--- config.mk ---
export PLATFORM = sky130hd
export DESIGN_NAME = matrix3_inverse_determinant
export DESIGN_NICKNAME = d
export VERILOG_FILES = /design/src/rtl/m3i_pkg.sv /design/src/rtl/m3i_ram.sv /design/src/rtl/m3i_dp.sv /design/src/rtl/m3i_ctrl.sv /design/src/rtl/matrix3_inverse_determinant.sv
export SDC_FILE = /design/constraint.sdc
export NUM_CORES = 2
export LEC_CHECK = 0
export BUFFER_PORTS_ARGS = -buffer_cell sky130_fd_sc_hd__buf_2
export CAP_MARGIN = 20
export CORE_ASPECT_RATIO = 1.4
export CORE_MARGIN = 2
export CORE_UTILIZATION = 46
export DETAILED_ROUTE_END_ITERATION = 6
export GPL_TIMING_DRIVEN = 0
export REMOVE_ABC_BUFFERS = 1
export SYNTH_ARGS = -nofsm -noshare
export SYNTH_HDL_FRONTEND = slang
export SYNTH_HIERARCHICAL = 1
export SYNTH_SLANG_ARGS = --single-unit
--- constraint.sdc ---
create_clock -name clk -period 9.3 [get_ports clk]
set_input_delay 0.465 -clock clk [delete_from_list [all_inputs] [get_ports clk]]
set_output_delay 0.465 -clock clk [all_outputs]
set_load 0.05 [all_outputs]
--- src/rtl/m3i_pkg.sv ---
// shared constants, command and status types, cofactor lookup table and address functions for the 3x3 inverse block
`default_nettype none
package m3i_pkg;

	localparam int ELEM_WIDTH_DEF = 32;
	localparam int FRAC_BITS_DEF  = 16;
	localparam int NUM_ELEM       = 9;
	localparam int ADDR_W         = $clog2(NUM_ELEM);
	localparam int IDX_W          = 4;

	// element indexes with a meaning of their own
	localparam logic [IDX_W-1:0] LAST_IDX   = 4'd8;
	localparam logic [IDX_W-1:0] DET_STEP   = 4'd3;
	localparam logic [IDX_W-1:0] DET_LAST_K = 4'd6;
	localparam logic [IDX_W-1:0] DET_MID_K  = 4'd3;

	// adjugate entry k = e[a]*e[b] - e[c]*e[d]
	localparam logic [ADDR_W-1:0] COF_TAB [NUM_ELEM][4] = '{
		'{4'd4, 4'd8, 4'd5, 4'd7}, '{4'd2, 4'd7, 4'd1, 4'd8}, '{4'd1, 4'd5, 4'd2, 4'd4},
		'{4'd5, 4'd6, 4'd3, 4'd8}, '{4'd0, 4'd8, 4'd2, 4'd6}, '{4'd2, 4'd3, 4'd0, 4'd5},
		'{4'd3, 4'd7, 4'd4, 4'd6}, '{4'd1, 4'd6, 4'd0, 4'd7}, '{4'd0, 4'd4, 4'd1, 4'd3}
	};

	typedef struct packed {
		logic              wr_en;
		logic [ADDR_W-1:0] raddr;
		logic              ld_a_elem;
		logic              ld_a_cof;
		logic              ld_b_start;
		logic              mul_step;
		logic              save_t1;
		logic              save_cof;
		logic              det_clear;
		logic              det_acc;
		logic              det_fin;
		logic              div_start;
		logic              div_step;
		logic              out_load;
		logic [IDX_W-1:0]  k;
		logic              last;
	} m3i_cmd_t;

	typedef struct packed {
		logic iter_last;
	} m3i_sts_t;

	function automatic logic [ADDR_W-1:0] cof_addr(input logic [IDX_W-1:0] k,
		input logic [1:0] sel);
		return COF_TAB[k][sel];
	endfunction

	// row-0 element that multiplies adjugate entry k (k = 0, 3, 6)
	function automatic logic [ADDR_W-1:0] det_addr(input logic [IDX_W-1:0] k);
		logic [ADDR_W-1:0] a;
		a = 4'd2;
		if (k == '0)
			a = 4'd0;
		else if (k == DET_MID_K)
			a = 4'd1;
		return a;
	endfunction

endpackage
`default_nettype wire

--- src/rtl/m3i_ram.sv ---
// generic single-port-write ram with registered read
`default_nettype none
module m3i_ram #(
	parameter int WIDTH = m3i_pkg::ELEM_WIDTH_DEF,
	parameter int DEPTH = m3i_pkg::NUM_ELEM
) (
	input  wire logic                     clk,
	input  wire logic                     we,
	input  wire logic [$clog2(DEPTH)-1:0] waddr,
	input  wire logic [WIDTH-1:0]         wdata,
	input  wire logic [$clog2(DEPTH)-1:0] raddr,
	output logic      [WIDTH-1:0]         rdata
);

	logic [WIDTH-1:0] mem_q [DEPTH];

	always_ff @(posedge clk) begin
		if (we)
			mem_q[waddr] <= wdata;
		rdata <= mem_q[raddr];
	end

endmodule
`default_nettype wire

--- src/rtl/m3i_dp.sv ---
// datapath: element store, shift-add multiplier, determinant accumulator, restoring divider
`default_nettype none
module m3i_dp #(
	parameter int ELEM_WIDTH = m3i_pkg::ELEM_WIDTH_DEF,
	parameter int FRAC_BITS  = m3i_pkg::FRAC_BITS_DEF
) (
	input  wire logic                          clk,
	input  wire m3i_pkg::m3i_cmd_t             cmd,
	output m3i_pkg::m3i_sts_t                  sts,
	input  wire logic signed [ELEM_WIDTH-1:0]  element_value,
	input  wire logic [m3i_pkg::IDX_W-1:0]     element_index,
	output logic signed [ELEM_WIDTH-1:0]       inverse_value,
	output logic [m3i_pkg::IDX_W-1:0]          out_index,
	output logic signed [ELEM_WIDTH-1:0]       determinant,
	output logic                               singular,
	output logic                               saturated,
	output logic                               last
);

	localparam int W    = ELEM_WIDTH;
	localparam int CW   = 2 * W + 1;
	localparam int PW   = 3 * W;
	localparam int DW   = 3 * W + 2;
	localparam int NW   = 2 * W + 2 * FRAC_BITS;
	localparam int CNTW = $clog2(NW);

	logic [W-1:0]    rdata;
	logic            elem_neg;
	logic [W-1:0]    elem_mag;

	logic [2*W-1:0]  a_q;
	logic            sa_q;
	logic            sb_q;
	logic [PW-1:0]   prod_q;
	logic [CNTW-1:0] cnt_q;
	logic [2*W:0]    mul_sum;
	logic            psign;
	logic [CW-1:0]   pc_mag;
	logic [CW-1:0]   prod_c;
	logic [DW-1:0]   prod_d;

	logic [CW-1:0]   t1_q;
	logic [CW-1:0]   cof_q;
	logic [CW-1:0]   cof_abs;
	logic [DW-1:0]   det_q;
	logic [DW-1:0]   det_abs;
	logic [PW-1:0]   det_sh;
	logic [PW-1:0]   det_lim;
	logic            det_over;
	logic [PW-1:0]   det_clip;
	logic [W-1:0]    det_field;

	logic [PW-1:0]   dmag_q;
	logic            dneg_q;
	logic [W-1:0]    detf_q;
	logic            dsat_q;
	logic            sing_q;

	logic [PW-1:0]   rem_q;
	logic [NW-1:0]   nq_q;
	logic            qneg_q;
	logic [PW:0]     rem_sh;
	logic [PW:0]     rem_dif;
	logic            rem_ge;
	logic [NW-1:0]   q_lim;
	logic            q_over;
	logic [NW-1:0]   q_clip;
	logic [W-1:0]    q_field;

	logic [W-1:0]                 inv_q;
	logic [m3i_pkg::IDX_W-1:0]    oidx_q;
	logic                         sat_q;
	logic                         last_q;

	m3i_ram #(
		.WIDTH(W),
		.DEPTH(m3i_pkg::NUM_ELEM)
	) u_store (
		.clk  (clk),
		.we   (cmd.wr_en),
		.waddr(element_index[m3i_pkg::ADDR_W-1:0]),
		.wdata(element_value),
		.raddr(cmd.raddr),
		.rdata(rdata)
	);

	assign elem_neg = rdata[W-1];
	assign elem_mag = elem_neg ? (~rdata + W'(1)) : rdata;

	// one add per step, product shifts right past the multiplier bits
	assign mul_sum = {1'b0, prod_q[PW-1:W]} + (prod_q[0] ? {1'b0, a_q} : '0);
	assign psign   = sa_q ^ sb_q;
	assign pc_mag  = {1'b0, prod_q[2*W-1:0]};
	assign prod_c  = psign ? (~pc_mag + CW'(1)) : pc_mag;
	assign prod_d  = psign ? (~{2'b00, prod_q} + DW'(1)) : {2'b00, prod_q};

	assign cof_abs = cof_q[CW-1] ? (~cof_q + CW'(1)) : cof_q;

	// determinant field: magnitude truncated, clipped, sign restored
	assign det_abs   = det_q[DW-1] ? (~det_q + DW'(1)) : det_q;
	assign det_sh    = det_abs[PW-1:0] >> (2 * FRAC_BITS);
	assign det_lim   = (PW'(1) << (W - 1)) - PW'(!det_q[DW-1]);
	assign det_over  = det_sh > det_lim;
	assign det_clip  = det_over ? det_lim : det_sh;
	assign det_field = det_q[DW-1] ? (~det_clip[W-1:0] + W'(1)) : det_clip[W-1:0];

	// restoring divide, one quotient bit per step
	assign rem_sh  = {rem_q, nq_q[NW-1]};
	assign rem_dif = rem_sh - {1'b0, dmag_q};
	assign rem_ge  = rem_sh >= {1'b0, dmag_q};

	assign q_lim   = (NW'(1) << (W - 1)) - NW'(!qneg_q);
	assign q_over  = nq_q > q_lim;
	assign q_clip  = q_over ? q_lim : nq_q;
	assign q_field = qneg_q ? (~q_clip[W-1:0] + W'(1)) : q_clip[W-1:0];

	always_ff @(posedge clk) begin
		if (cmd.ld_a_elem) begin
			a_q  <= {{W{1'b0}}, elem_mag};
			sa_q <= elem_neg;
		end else if (cmd.ld_a_cof) begin
			a_q  <= cof_abs[2*W-1:0];
			sa_q <= cof_q[CW-1];
		end
		if (cmd.ld_b_start) begin
			prod_q <= {{(2*W){1'b0}}, elem_mag};
			sb_q   <= elem_neg;
			cnt_q  <= CNTW'(W - 1);
		end else if (cmd.mul_step) begin
			prod_q <= {mul_sum, prod_q[W-1:1]};
			cnt_q  <= cnt_q - CNTW'(1);
		end else if (cmd.div_start) begin
			cnt_q  <= CNTW'(NW - 1);
		end else if (cmd.div_step) begin
			cnt_q  <= cnt_q - CNTW'(1);
		end
		if (cmd.save_t1)
			t1_q <= prod_c;
		if (cmd.save_cof)
			cof_q <= t1_q - prod_c;
		if (cmd.det_clear)
			det_q <= '0;
		else if (cmd.det_acc)
			det_q <= det_q + prod_d;
		if (cmd.det_fin) begin
			dmag_q <= det_abs[PW-1:0];
			dneg_q <= det_q[DW-1];
			detf_q <= det_field;
			dsat_q <= det_over;
			sing_q <= det_q == '0;
		end
		if (cmd.div_start) begin
			nq_q   <= {cof_abs[2*W-1:0], {(2*FRAC_BITS){1'b0}}};
			rem_q  <= '0;
			qneg_q <= cof_q[CW-1] ^ dneg_q;
		end else if (cmd.div_step) begin
			rem_q <= rem_ge ? rem_dif[PW-1:0] : rem_sh[PW-1:0];
			nq_q  <= {nq_q[NW-2:0], rem_ge};
		end
		if (cmd.out_load) begin
			inv_q  <= sing_q ? '0 : q_field;
			sat_q  <= sing_q ? dsat_q : (q_over | dsat_q);
			oidx_q <= cmd.k;
			last_q <= cmd.last;
		end
	end

	assign sts.iter_last = cnt_q == '0;

	assign inverse_value = inv_q;
	assign out_index     = oidx_q;
	assign determinant   = detf_q;
	assign singular      = sing_q;
	assign saturated     = sat_q;
	assign last          = last_q;

endmodule
`default_nettype wire

--- src/rtl/m3i_ctrl.sv ---
// controller: sequences loads, products, determinant, divisions and output handshake
`default_nettype none
module m3i_ctrl (
	input  wire logic                      clk,
	input  wire logic                      arst_n,
	input  wire logic                      elem_valid,
	output logic                           elem_stall,
	input  wire logic [m3i_pkg::IDX_W-1:0] element_index,
	output logic                           res_valid,
	input  wire logic                      res_stall,
	output m3i_pkg::m3i_cmd_t              cmd,
	input  wire m3i_pkg::m3i_sts_t         sts
);

	typedef enum logic [3:0] {
		S_IDLE, S_RA, S_RB, S_MB, S_MUL, S_P1, S_P2, S_DRA,
		S_DMB, S_DACC, S_DFIN, S_DVLD, S_DIV, S_LOAD, S_OUT
	} state_t;

	state_t                    state_q, state_d;
	logic [m3i_pkg::IDX_W-1:0] k_q, k_d;
	logic                      half_q, half_d;
	logic                      dpass_q, dpass_d;
	logic                      dmul_q, dmul_d;
	logic                      res_valid_q, res_valid_d;
	logic                      accept;

	assign elem_stall = state_q != S_IDLE;
	assign accept     = elem_valid && !elem_stall;
	assign res_valid  = res_valid_q;

	always_comb begin
		cmd         = '0;
		cmd.k       = k_q;
		cmd.last    = k_q == m3i_pkg::LAST_IDX;
		state_d     = state_q;
		k_d         = k_q;
		half_d      = half_q;
		dpass_d     = dpass_q;
		dmul_d      = dmul_q;
		res_valid_d = res_valid_q;
		unique case (state_q)
			S_IDLE: begin
				cmd.wr_en = accept && (element_index <= m3i_pkg::LAST_IDX);
				if (accept && element_index == m3i_pkg::LAST_IDX) begin
					cmd.det_clear = 1'b1;
					k_d     = '0;
					half_d  = 1'b0;
					dpass_d = 1'b1;
					state_d = S_RA;
				end
			end
			S_RA: begin
				cmd.raddr = m3i_pkg::cof_addr(k_q, {half_q, 1'b0});
				state_d   = S_RB;
			end
			S_RB: begin
				cmd.raddr     = m3i_pkg::cof_addr(k_q, {half_q, 1'b1});
				cmd.ld_a_elem = 1'b1;
				state_d       = S_MB;
			end
			S_MB: begin
				cmd.ld_b_start = 1'b1;
				dmul_d  = 1'b0;
				state_d = S_MUL;
			end
			S_MUL: begin
				cmd.mul_step = 1'b1;
				if (sts.iter_last) begin
					if (dmul_q)
						state_d = S_DACC;
					else if (half_q)
						state_d = S_P2;
					else
						state_d = S_P1;
				end
			end
			S_P1: begin
				cmd.save_t1 = 1'b1;
				half_d  = 1'b1;
				state_d = S_RA;
			end
			S_P2: begin
				cmd.save_cof = 1'b1;
				half_d  = 1'b0;
				state_d = dpass_q ? S_DRA : S_DVLD;
			end
			S_DRA: begin
				cmd.raddr = m3i_pkg::det_addr(k_q);
				state_d   = S_DMB;
			end
			S_DMB: begin
				cmd.ld_a_cof   = 1'b1;
				cmd.ld_b_start = 1'b1;
				dmul_d  = 1'b1;
				state_d = S_MUL;
			end
			S_DACC: begin
				cmd.det_acc = 1'b1;
				dmul_d = 1'b0;
				if (k_q == m3i_pkg::DET_LAST_K) begin
					state_d = S_DFIN;
				end else begin
					k_d     = k_q + m3i_pkg::DET_STEP;
					state_d = S_RA;
				end
			end
			S_DFIN: begin
				cmd.det_fin = 1'b1;
				k_d     = '0;
				dpass_d = 1'b0;
				state_d = S_RA;
			end
			S_DVLD: begin
				cmd.div_start = 1'b1;
				state_d = S_DIV;
			end
			S_DIV: begin
				cmd.div_step = 1'b1;
				if (sts.iter_last)
					state_d = S_LOAD;
			end
			S_LOAD: begin
				cmd.out_load = 1'b1;
				res_valid_d  = 1'b1;
				state_d      = S_OUT;
			end
			S_OUT: begin
				if (!res_stall) begin
					res_valid_d = 1'b0;
					if (k_q == m3i_pkg::LAST_IDX) begin
						state_d = S_IDLE;
					end else begin
						k_d     = k_q + m3i_pkg::IDX_W'(1);
						state_d = S_RA;
					end
				end
			end
			default: state_d = S_IDLE;
		endcase
	end

	always_ff @(posedge clk or negedge arst_n) begin
		if (!arst_n) begin
			state_q     <= S_IDLE;
			k_q         <= '0;
			half_q      <= 1'b0;
			dpass_q     <= 1'b0;
			dmul_q      <= 1'b0;
			res_valid_q <= 1'b0;
		end else begin
			state_q     <= state_d;
			k_q         <= k_d;
			half_q      <= half_d;
			dpass_q     <= dpass_d;
			dmul_q      <= dmul_d;
			res_valid_q <= res_valid_d;
		end
	end

endmodule
`default_nettype wire

--- src/rtl/matrix3_inverse_determinant.sv ---
// top level of the 3x3 fixed-point matrix inverse and determinant block
// Loads a 3x3 matrix one element word at a time (signed Q16.16 by default, row-major index
// 0 to 8); indexes above 8 are dropped. The word with index 8 starts the run: the block
// forms the exact determinant by row-0 cofactor expansion, then for each of the nine
// adjugate entries divides cofactor * 2^(2*FRAC_BITS) by the determinant, truncating toward
// zero and clipping to ELEM_WIDTH bits, and emits nine result words in row-major order.
// Every result word carries the clipped determinant, a singular flag (exact zero
// determinant, all inverse values zero), a saturated flag and last on the ninth word.
// Element words are taken back to back while the block is idle. Products come from the one
// radix-2 shift-add multiplier (2 products per adjugate entry, 9 entries, plus 3 for the
// determinant, whose pass also forms adjugate entries 0, 3 and 6 a first time) and quotients
// from the one restoring divider (2*W + 2*F quotient bits per entry with W = ELEM_WIDTH and
// F = FRAC_BITS, 96 bits at Q16.16). While a run is in progress the block holds elem_stall
// high; each result word is held until taken.
`default_nettype none
module matrix3_inverse_determinant #(
	parameter int ELEM_WIDTH = m3i_pkg::ELEM_WIDTH_DEF,
	parameter int FRAC_BITS  = m3i_pkg::FRAC_BITS_DEF
) (
	input  wire logic                         clk,
	input  wire logic                         arst_n,
	// element input channel
	input  wire logic                         elem_valid,
	output logic                              elem_stall,
	input  wire logic signed [ELEM_WIDTH-1:0] element_value,
	input  wire logic [m3i_pkg::IDX_W-1:0]    element_index,
	// result channel
	output logic                              res_valid,
	input  wire logic                         res_stall,
	output logic signed [ELEM_WIDTH-1:0]      inverse_value,
	output logic [m3i_pkg::IDX_W-1:0]         out_index,
	output logic signed [ELEM_WIDTH-1:0]      determinant,
	output logic                              singular,
	output logic                              saturated,
	output logic                              last
);

	m3i_pkg::m3i_cmd_t cmd;
	m3i_pkg::m3i_sts_t sts;

	// sequencer: owns both handshakes and drives the datapath commands
	m3i_ctrl u_ctrl (
		.clk          (clk),
		.arst_n       (arst_n),
		.elem_valid   (elem_valid),
		.elem_stall   (elem_stall),
		.element_index(element_index),
		.res_valid    (res_valid),
		.res_stall    (res_stall),
		.cmd          (cmd),
		.sts          (sts)
	);

	// store, multiplier, determinant and divider
	m3i_dp #(
		.ELEM_WIDTH(ELEM_WIDTH),
		.FRAC_BITS (FRAC_BITS)
	) u_dp (
		.clk          (clk),
		.cmd          (cmd),
		.sts          (sts),
		.element_value(element_value),
		.element_index(element_index),
		.inverse_value(inverse_value),
		.out_index    (out_index),
		.determinant  (determinant),
		.singular     (singular),
		.saturated    (saturated),
		.last         (last)
	);

	// no element word is taken while a result word waits
	a_no_load_while_out: assert property (@(posedge clk) disable iff (!arst_n)
		res_valid |-> elem_stall)
		else $error("element accepted while a result word is pending");

	// a singular matrix gives zero inverse values and a zero, unclipped determinant
	a_singular_zero: assert property (@(posedge clk) disable iff (!arst_n)
		(res_valid && singular) |-> (inverse_value == '0 && determinant == '0 && !saturated))
		else $error("singular result with nonzero fields");

	// a taken result word other than the last is followed by a busy block, not idle
	a_run_continues: assert property (@(posedge clk) disable iff (!arst_n)
		(res_valid && !res_stall && !last) |=> (elem_stall && !res_valid))
		else $error("run ended before the ninth result word");

endmodule
`default_nettype wire

After elaboration in Yosys (flattened, before gate mapping)
Memories as Yosys holds them, arrays and structs flattened. A register that Yosys moved wholly into a read port is not among the register bits. Cells that the tools add are included.

$add $sub $neg: 16. Order comparisons: 7. Equal/unequal tests: 24. Muxes and demuxes: 72. Bitwise gates (word level): 13. Reduce and logical (&&, ||, !) cells: 28.

Operators by type and width (count): $mux W96 (4); $mux W32 (9); $mux W64 (2); $add A98 B1 Y98 const B (1); $add A98 B98 Y98 (1); $logic_not A98 Y1 (1); $mux W98 (1); $not A96 Y98 (1); $ge A97 B96 Y1 (1); $add A32 B1 Y32 const B (3); $add A96 B1 Y96 const B (1); $gt A64 B96 Y1 (1); $gt A96 B96 Y1 (1); $not A32 Y32 (3); $not A96 Y96 (1); $sub A96 B96 Y96 (1); $sub A32 B1 Y33 const A (2); $add A64 B64 Y65 (1); $add A65 B1 Y65 const B (1); $mux W65 (1); $not A64 Y65 (1); $sub A65 B65 Y65 (1); $add A64 B1 Y64 const B (1); $not A64 Y64 (1); 38 further kinds (119).

Register bits: 771. Memory bits (writable): 288. ROM bits: 256. Logic and storage cells: 191. Memories kept: 2.

Memory list: u_dp.u_store.mem_q (words 9, width 32, rd ports 1, clocked after Yosys merged registers in 1, wr ports 1, line m3i_ram.sv:15) `logic [WIDTH-1:0] mem_q [DEPTH];`; (name not given) (words 16, width 16, rd ports 1, clocked after Yosys merged registers in 0, wr ports 0, line m3i_pkg.sv:49) `return COF_TAB[k][sel];`.

Logic depth before layout (Yosys ltp)
Depth in word-level cells: 8. Depth in mapped cells: 30. Depth with buffers taken out: 25.

Cells and area by module
The synthesis kept the hierarchy.

Modules (own cells, without submodules): m3i_dp (times used 1, cells each 6574, area each 56340.3 sq um, seq. area each 19498.7 sq um); m3i_ram (times used 1, cells each 629, area each 11897.7 sq um, seq. area each 9288.9 sq um); m3i_ctrl (times used 1, cells each 170, area each 1347.5 sq um, seq. area each 300.3 sq um).

Least setup slack after synthesis
Ideal clock, no wire load.

Kind: register to register. From: register u_ctrl.state_q[2]. To: register u_dp.detf_q[0] (netlist: u_dp/determinant[0]) (enable). Arrival time: 6.143 ns. Path slack: 2.533 ns. Stages on the path, launching flop included: 3. Clock period less this slack: 6.767 ns. Cells stage by stage: dfrtp_1 -> nand2b_1 -> nor2_1.

RTL lines: start, declared (line m3i_ctrl.sv:20) `state_t state_q, state_d;`; start signal, assigned (line m3i_ctrl.sv:152) `state_q <= state_d;`; end signal, assigned (line m3i_dp.sv:148) `detf_q <= det_field;`; end, declared (line m3i_dp.sv:55) `logic [W-1:0] detf_q;`.

Worst setup path in the final report
From: register u_dp.det_q[15]. To: register u_dp.detf_q[30] (netlist: u_dp/determinant[30]), data pin.

Longest elaborated chain between the ends: 8.

Ends and longest elaborated chain: start, declared (line m3i_dp.sv:45) `logic [DW-1:0] det_q;`; start signal, assigned (line m3i_dp.sv:144) `det_q <= det_q + prod_d;`; $not A96 Y96 * (line m3i_dp.sv:100) `assign det_abs = det_q[DW-1] ? (~det_q + DW'(1)) : det_q;`; $add A96 B1 Y96 * (line m3i_dp.sv:100); $mux W96 * (line m3i_dp.sv:100); named net u_dp.det_abs[57] (line m3i_dp.sv:46) `logic [DW-1:0] det_abs;`; $gt A64 B96 Y1 (line m3i_dp.sv:103) `assign det_over = det_sh > det_lim;`; $mux W32 * (line m3i_dp.sv:104) `assign det_clip = det_over ? det_lim : det_sh;`; $not A32 Y32 (line m3i_dp.sv:105) `assign det_field = det_q[DW-1] ? (~det_clip[W-1:0] + W'(1)) : det_clip[W-1:0];`; $add A32 B1 Y32 (line m3i_dp.sv:105); $mux W32 * (line m3i_dp.sv:105); named net u_dp.det_field[30] (line m3i_dp.sv:51) `logic [W-1:0] det_field;`.

Mark *: on every way through the listed nets, which the timed path passes. The rest lies on a longest branch. A chain may end at the register's enable or synchronous reset.

==> run summary <==
Status - complete, no violations
Drt first-iter violations - 3892
Register-to-register setup slack - 0.42 ns
Post-DP HPWL - 154000 microns
Final Critical Period - 8.88 ns
Hold path start - res_stall
Crit path largest cell delay - 0.69 ns
Worst skew pair latency - 0.75 ns
Num CTS Buffers - 115
Ys Warns - 6
Seq/Total Area, Yosys - 0.418
Final TNS setup - 0 ns
RePlAce Congestion - 0.960
GR peak layer - met2
CTS tree - built
Pin count of the biggest net entering global routing - 103
DP Worst Slack - 0.517 ns
Max-cap check violation count - 0
Die W - 333 microns
Die ar. - 0.154 sq mm
Reg clk slew, reported paths - 0.06 ns
Slew @ Worst Pin - 1.17 ns
Unrepaired setup endpoints after global routing - no
P&R area growth vs syn - 11.2%
First-pass GRT wire length - 315000 microns
Routed len/inst - 21.6 microns
Worst path arrival time - 9.38 ns
Final setup violation count - 0
RR Endpoint - u_dp/determinant[30]$_DFFE_PP_
Vias per cell - 5.94
Die H - 464 microns
Setup bufs post-CTS - 0
# resized after CTS - 0
Top cells by area, synth - edfxtp_1, dfxtp_1, ha_1
Vias in the first global route - 54.5k
Synth Cell Area - 0.0696 sq mm
Crit-path max FO - 27
Gate Count Post-Synth - 7373
GRT met1 Usage - 0.306
Mapped Avg Cell Area - 9.44 sq um
Clock Skew - 0.0207 ns
Top-level I/O count - 113
Fill count - 13.7k
CP startpoint kind - flip-flop
CP endpoint kind - flip-flop
Hold Vio Cnt, Final - 0
Wirelength, routed - 203000 microns
Global-route usage over all layers - 0.258
Remaining antenna violation count - 0
Initial Util - 0.464
P per Cell Area - 382 mW/mm^2
Worst Setup Path Type - reg -> reg
FF-to-FF path depth - 28
FP Rows - 168
PortBufs - 112
Post-synth ARST share - 0.0110
CP max-delay cell - nand4_1
Routed vias - 55.9k
Max Clock Freq - 0.113 GHz
Slew Viols, Final - 0
GR Util met2 - 0.466
Top cell type's share of synthesized area - 0.310
R2r startpoint - u_dp/det_q[15]$_SDFFE_PP0P_
Yosys reg bits - 1091
WP depth - 28
Clk root buf - clkbuf_16
Leak Pwr - 29.9 nW
Final WS setup - 0.418 ns
Nets - 7774
Cell taking the most area after synthesis - edfxtp_1
Clock Sinks - 1091
Bufs on Longest Clock Path - 3
Worst setup path end - u_dp/determinant[30]$_DFFE_PP_
Core area - 0.150 sq mm
Cell variety after synth - 105
Worst Path Buf+Inv - 5
M3 GR Usage - 0.0271
Initial antenna violation count - 4
CP dominant cell by count - nand2_1
First-pass detailed-route iteration total - 5
# DRC - 0
Crit path max-delay family - simple AND/OR/NAND/NOR gates
EDFF count, synth - 718
Critical Path RT - 9.80 ns
Top_reg_cell synth - edfxtp_1
Worst Hold Class - in -> reg
CP Launch Point - u_dp/det_q[15]$_SDFFE_PP0P_
Max_slew headroom - 0.210
Max H-tree Level - 3
Final worst-path cycle share - 0.955
Maximum vdd drop - 0.198 mV
Share of post-route cells with drive strength above 1 - 0.0851
Gr ovfl total - 0
[cells in the mapped netlist, drive strengths merged, types with 96 or more instances]
| master | n |
|---|---|
| ha | 374 |
| dfxtp | 361 |
| a211oi | 104 |
| o31ai | 111 |
| mux2i | 254 |
| nand4 | 100 |
| a21o | 257 |
| o21ai | 379 |
| a21oi | 571 |
| nor2 | 728 |
| and2 | 96 |
| inv | 324 |
| clkbuf | 338 |
| nand2 | 483 |
| nor3 | 156 |
| nand3 | 130 |
| xor2 | 234 |
| edfxtp | 718 |
| xnor2 | 364 |
| a22o | 102 |
[sequential cells by signal, indices dropped and copies added (netlist names), 4 cells and up]
signal,flops
u_dp/u_store/rdata,32
u_dp/a_q,64
u_dp/u_store/mem_q,288
u_dp/cnt_q,7
u_dp/det_q,98
u_ctrl/state_q,4
u_ctrl/k_q,4
u_dp/prod_q,96
u_dp/rem_q,96
u_dp/dmag_q,96
u_dp/inverse_value,32
u_dp/cof_q,65
u_dp/out_index,4
u_dp/determinant,32
u_dp/t1_q,65
u_dp/nq_q,96
[worst reg2reg max path, delay by kind of cell, from the launching register on]
kind / cells / cell delay (ns)
xor+xnor: 1 / 0.28
fa+ha+maj: 2 / 0.86
simple gates: 12 / 3.91
flops: 1 / 0.42
buf+inv: 5 / 1.03
compound gates: 6 / 1.92
mux: 2 / 0.23
[layer usage]
| layer | part of all wire | up-vias | wire length (microns) |
|---|---|---|---|
| met5 | 0.000064 | - | 13 |
| met1 | 0.41 | 27000 | 83600 |
| met4 | 0.046 | 2 | 9390 |
| met3 | 0.038 | 380 | 7680 |
| met2 | 0.51 | 1278 | 103000 |
| li1 | - | 27200 | - |
[placed cells by master, fill, tap and decap left out, types with 102 or more instances in the layout]
master	netlist	final
edfxtp_1	718	718
nor2_1	728	712
a21oi_1	570	570
nand2_1	483	481
o21ai_0	374	374
ha_1	374	374
xnor2_1	364	363
dfxtp_1	361	360
inv_1	323	319
a21o_1	257	257
mux2i_1	254	254
xor2_1	234	233
nor3_1	154	146
nand3_1	129	128
clkbuf_16	0	116
buf_2	9	116
a211oi_1	104	104
a22o_1	102	102
[stage by stage]
step | power (W) | hold WS [ns] | instance area [sq um] | util | std cells
floorplan | 0.0200 | 0.169 | 68000 | - | 6976
global placement | 0.0246 | 0.364 | 71000 | 0.474 | 9043
detailed placement | 0.0247 | 0.368 | 73100 | 0.488 | 9154
CTS | 0.0295 | 0.00661 | 77300 | 0.516 | 9403
global route | 0.0317 | 0.0890 | 77400 | 0.516 | 9410
finish | 0.0296 | 0.0563 | 77400 | 0.516 | 9410
[cell type report]
class	count	area [sq um]	share of cell area
antenna	1	2.50	0.0000323
clock buffer	158	3220	0.0416
clock inverter	58	599	0.00775
inverter	326	1230	0.0159
multi-input combinational	5559	37900	0.490
sequential	1091	29100	0.376
tap	1955	2450	0.0316
timing repair buffer	262	2870	0.0371
[worst min-delay path by stage]
| stage | to | slack, ns | cells after the start |
|---|---|---|---|
| after global placement | u_ctrl/k_q[1]$_DFFE_PN0P_ | 0.36 | 1 |
| after floorplan | u_ctrl/dmul_q$_DFFE_PN0P_ | 0.17 | 0 |
| after CTS | u_ctrl/state_q[1]$_DFFE_PN0P_ | 0.007 | 3 |
| final | u_ctrl/state_q[1]$_DFFE_PN0P_ | 0.06 | 3 |
| after global routing | u_ctrl/res_valid$_DFFE_PN0P_ | 0.09 | 3 |
| after detailed placement | u_ctrl/k_q[1]$_DFFE_PN0P_ | 0.37 | 1 |
[where the power goes]
part	switching, W	internal, W	total, W
clock	0.00203	0.00266	0.00469
combinational	0.0102	0.00659	0.0168
sequential	0.00146	0.00665	0.00811
total	0.0137	0.0159	0.0296
[repair_timing]
| action | in CTS | in global routing |
|---|---|---|
| hold endpoints to repair | 300 | 0 |
| hold buffers | 33 | 0 |
| setup endpoints to repair | 0 | 0 |
[cells by family (layout without fill, tap and decap cells)]
| family | count (synthesis) | count (layout) | synth area share |
|---|---|---|---|
| compound gates | 2049 | 2049 | 0.194 |
| fa+ha+maj | 379 | 379 | 0.0687 |
| mux | 330 | 330 | 0.0491 |
| buf+inv | 723 | 804 | 0.0405 |
| flops | 1091 | 1091 | 0.418 |
| xor+xnor | 598 | 598 | 0.0753 |
| simple gates | 2203 | 2203 | 0.154 |
| other cells | 0 | 1 | 0 |
No activity file was read; power rests on OpenSTA's default activity.
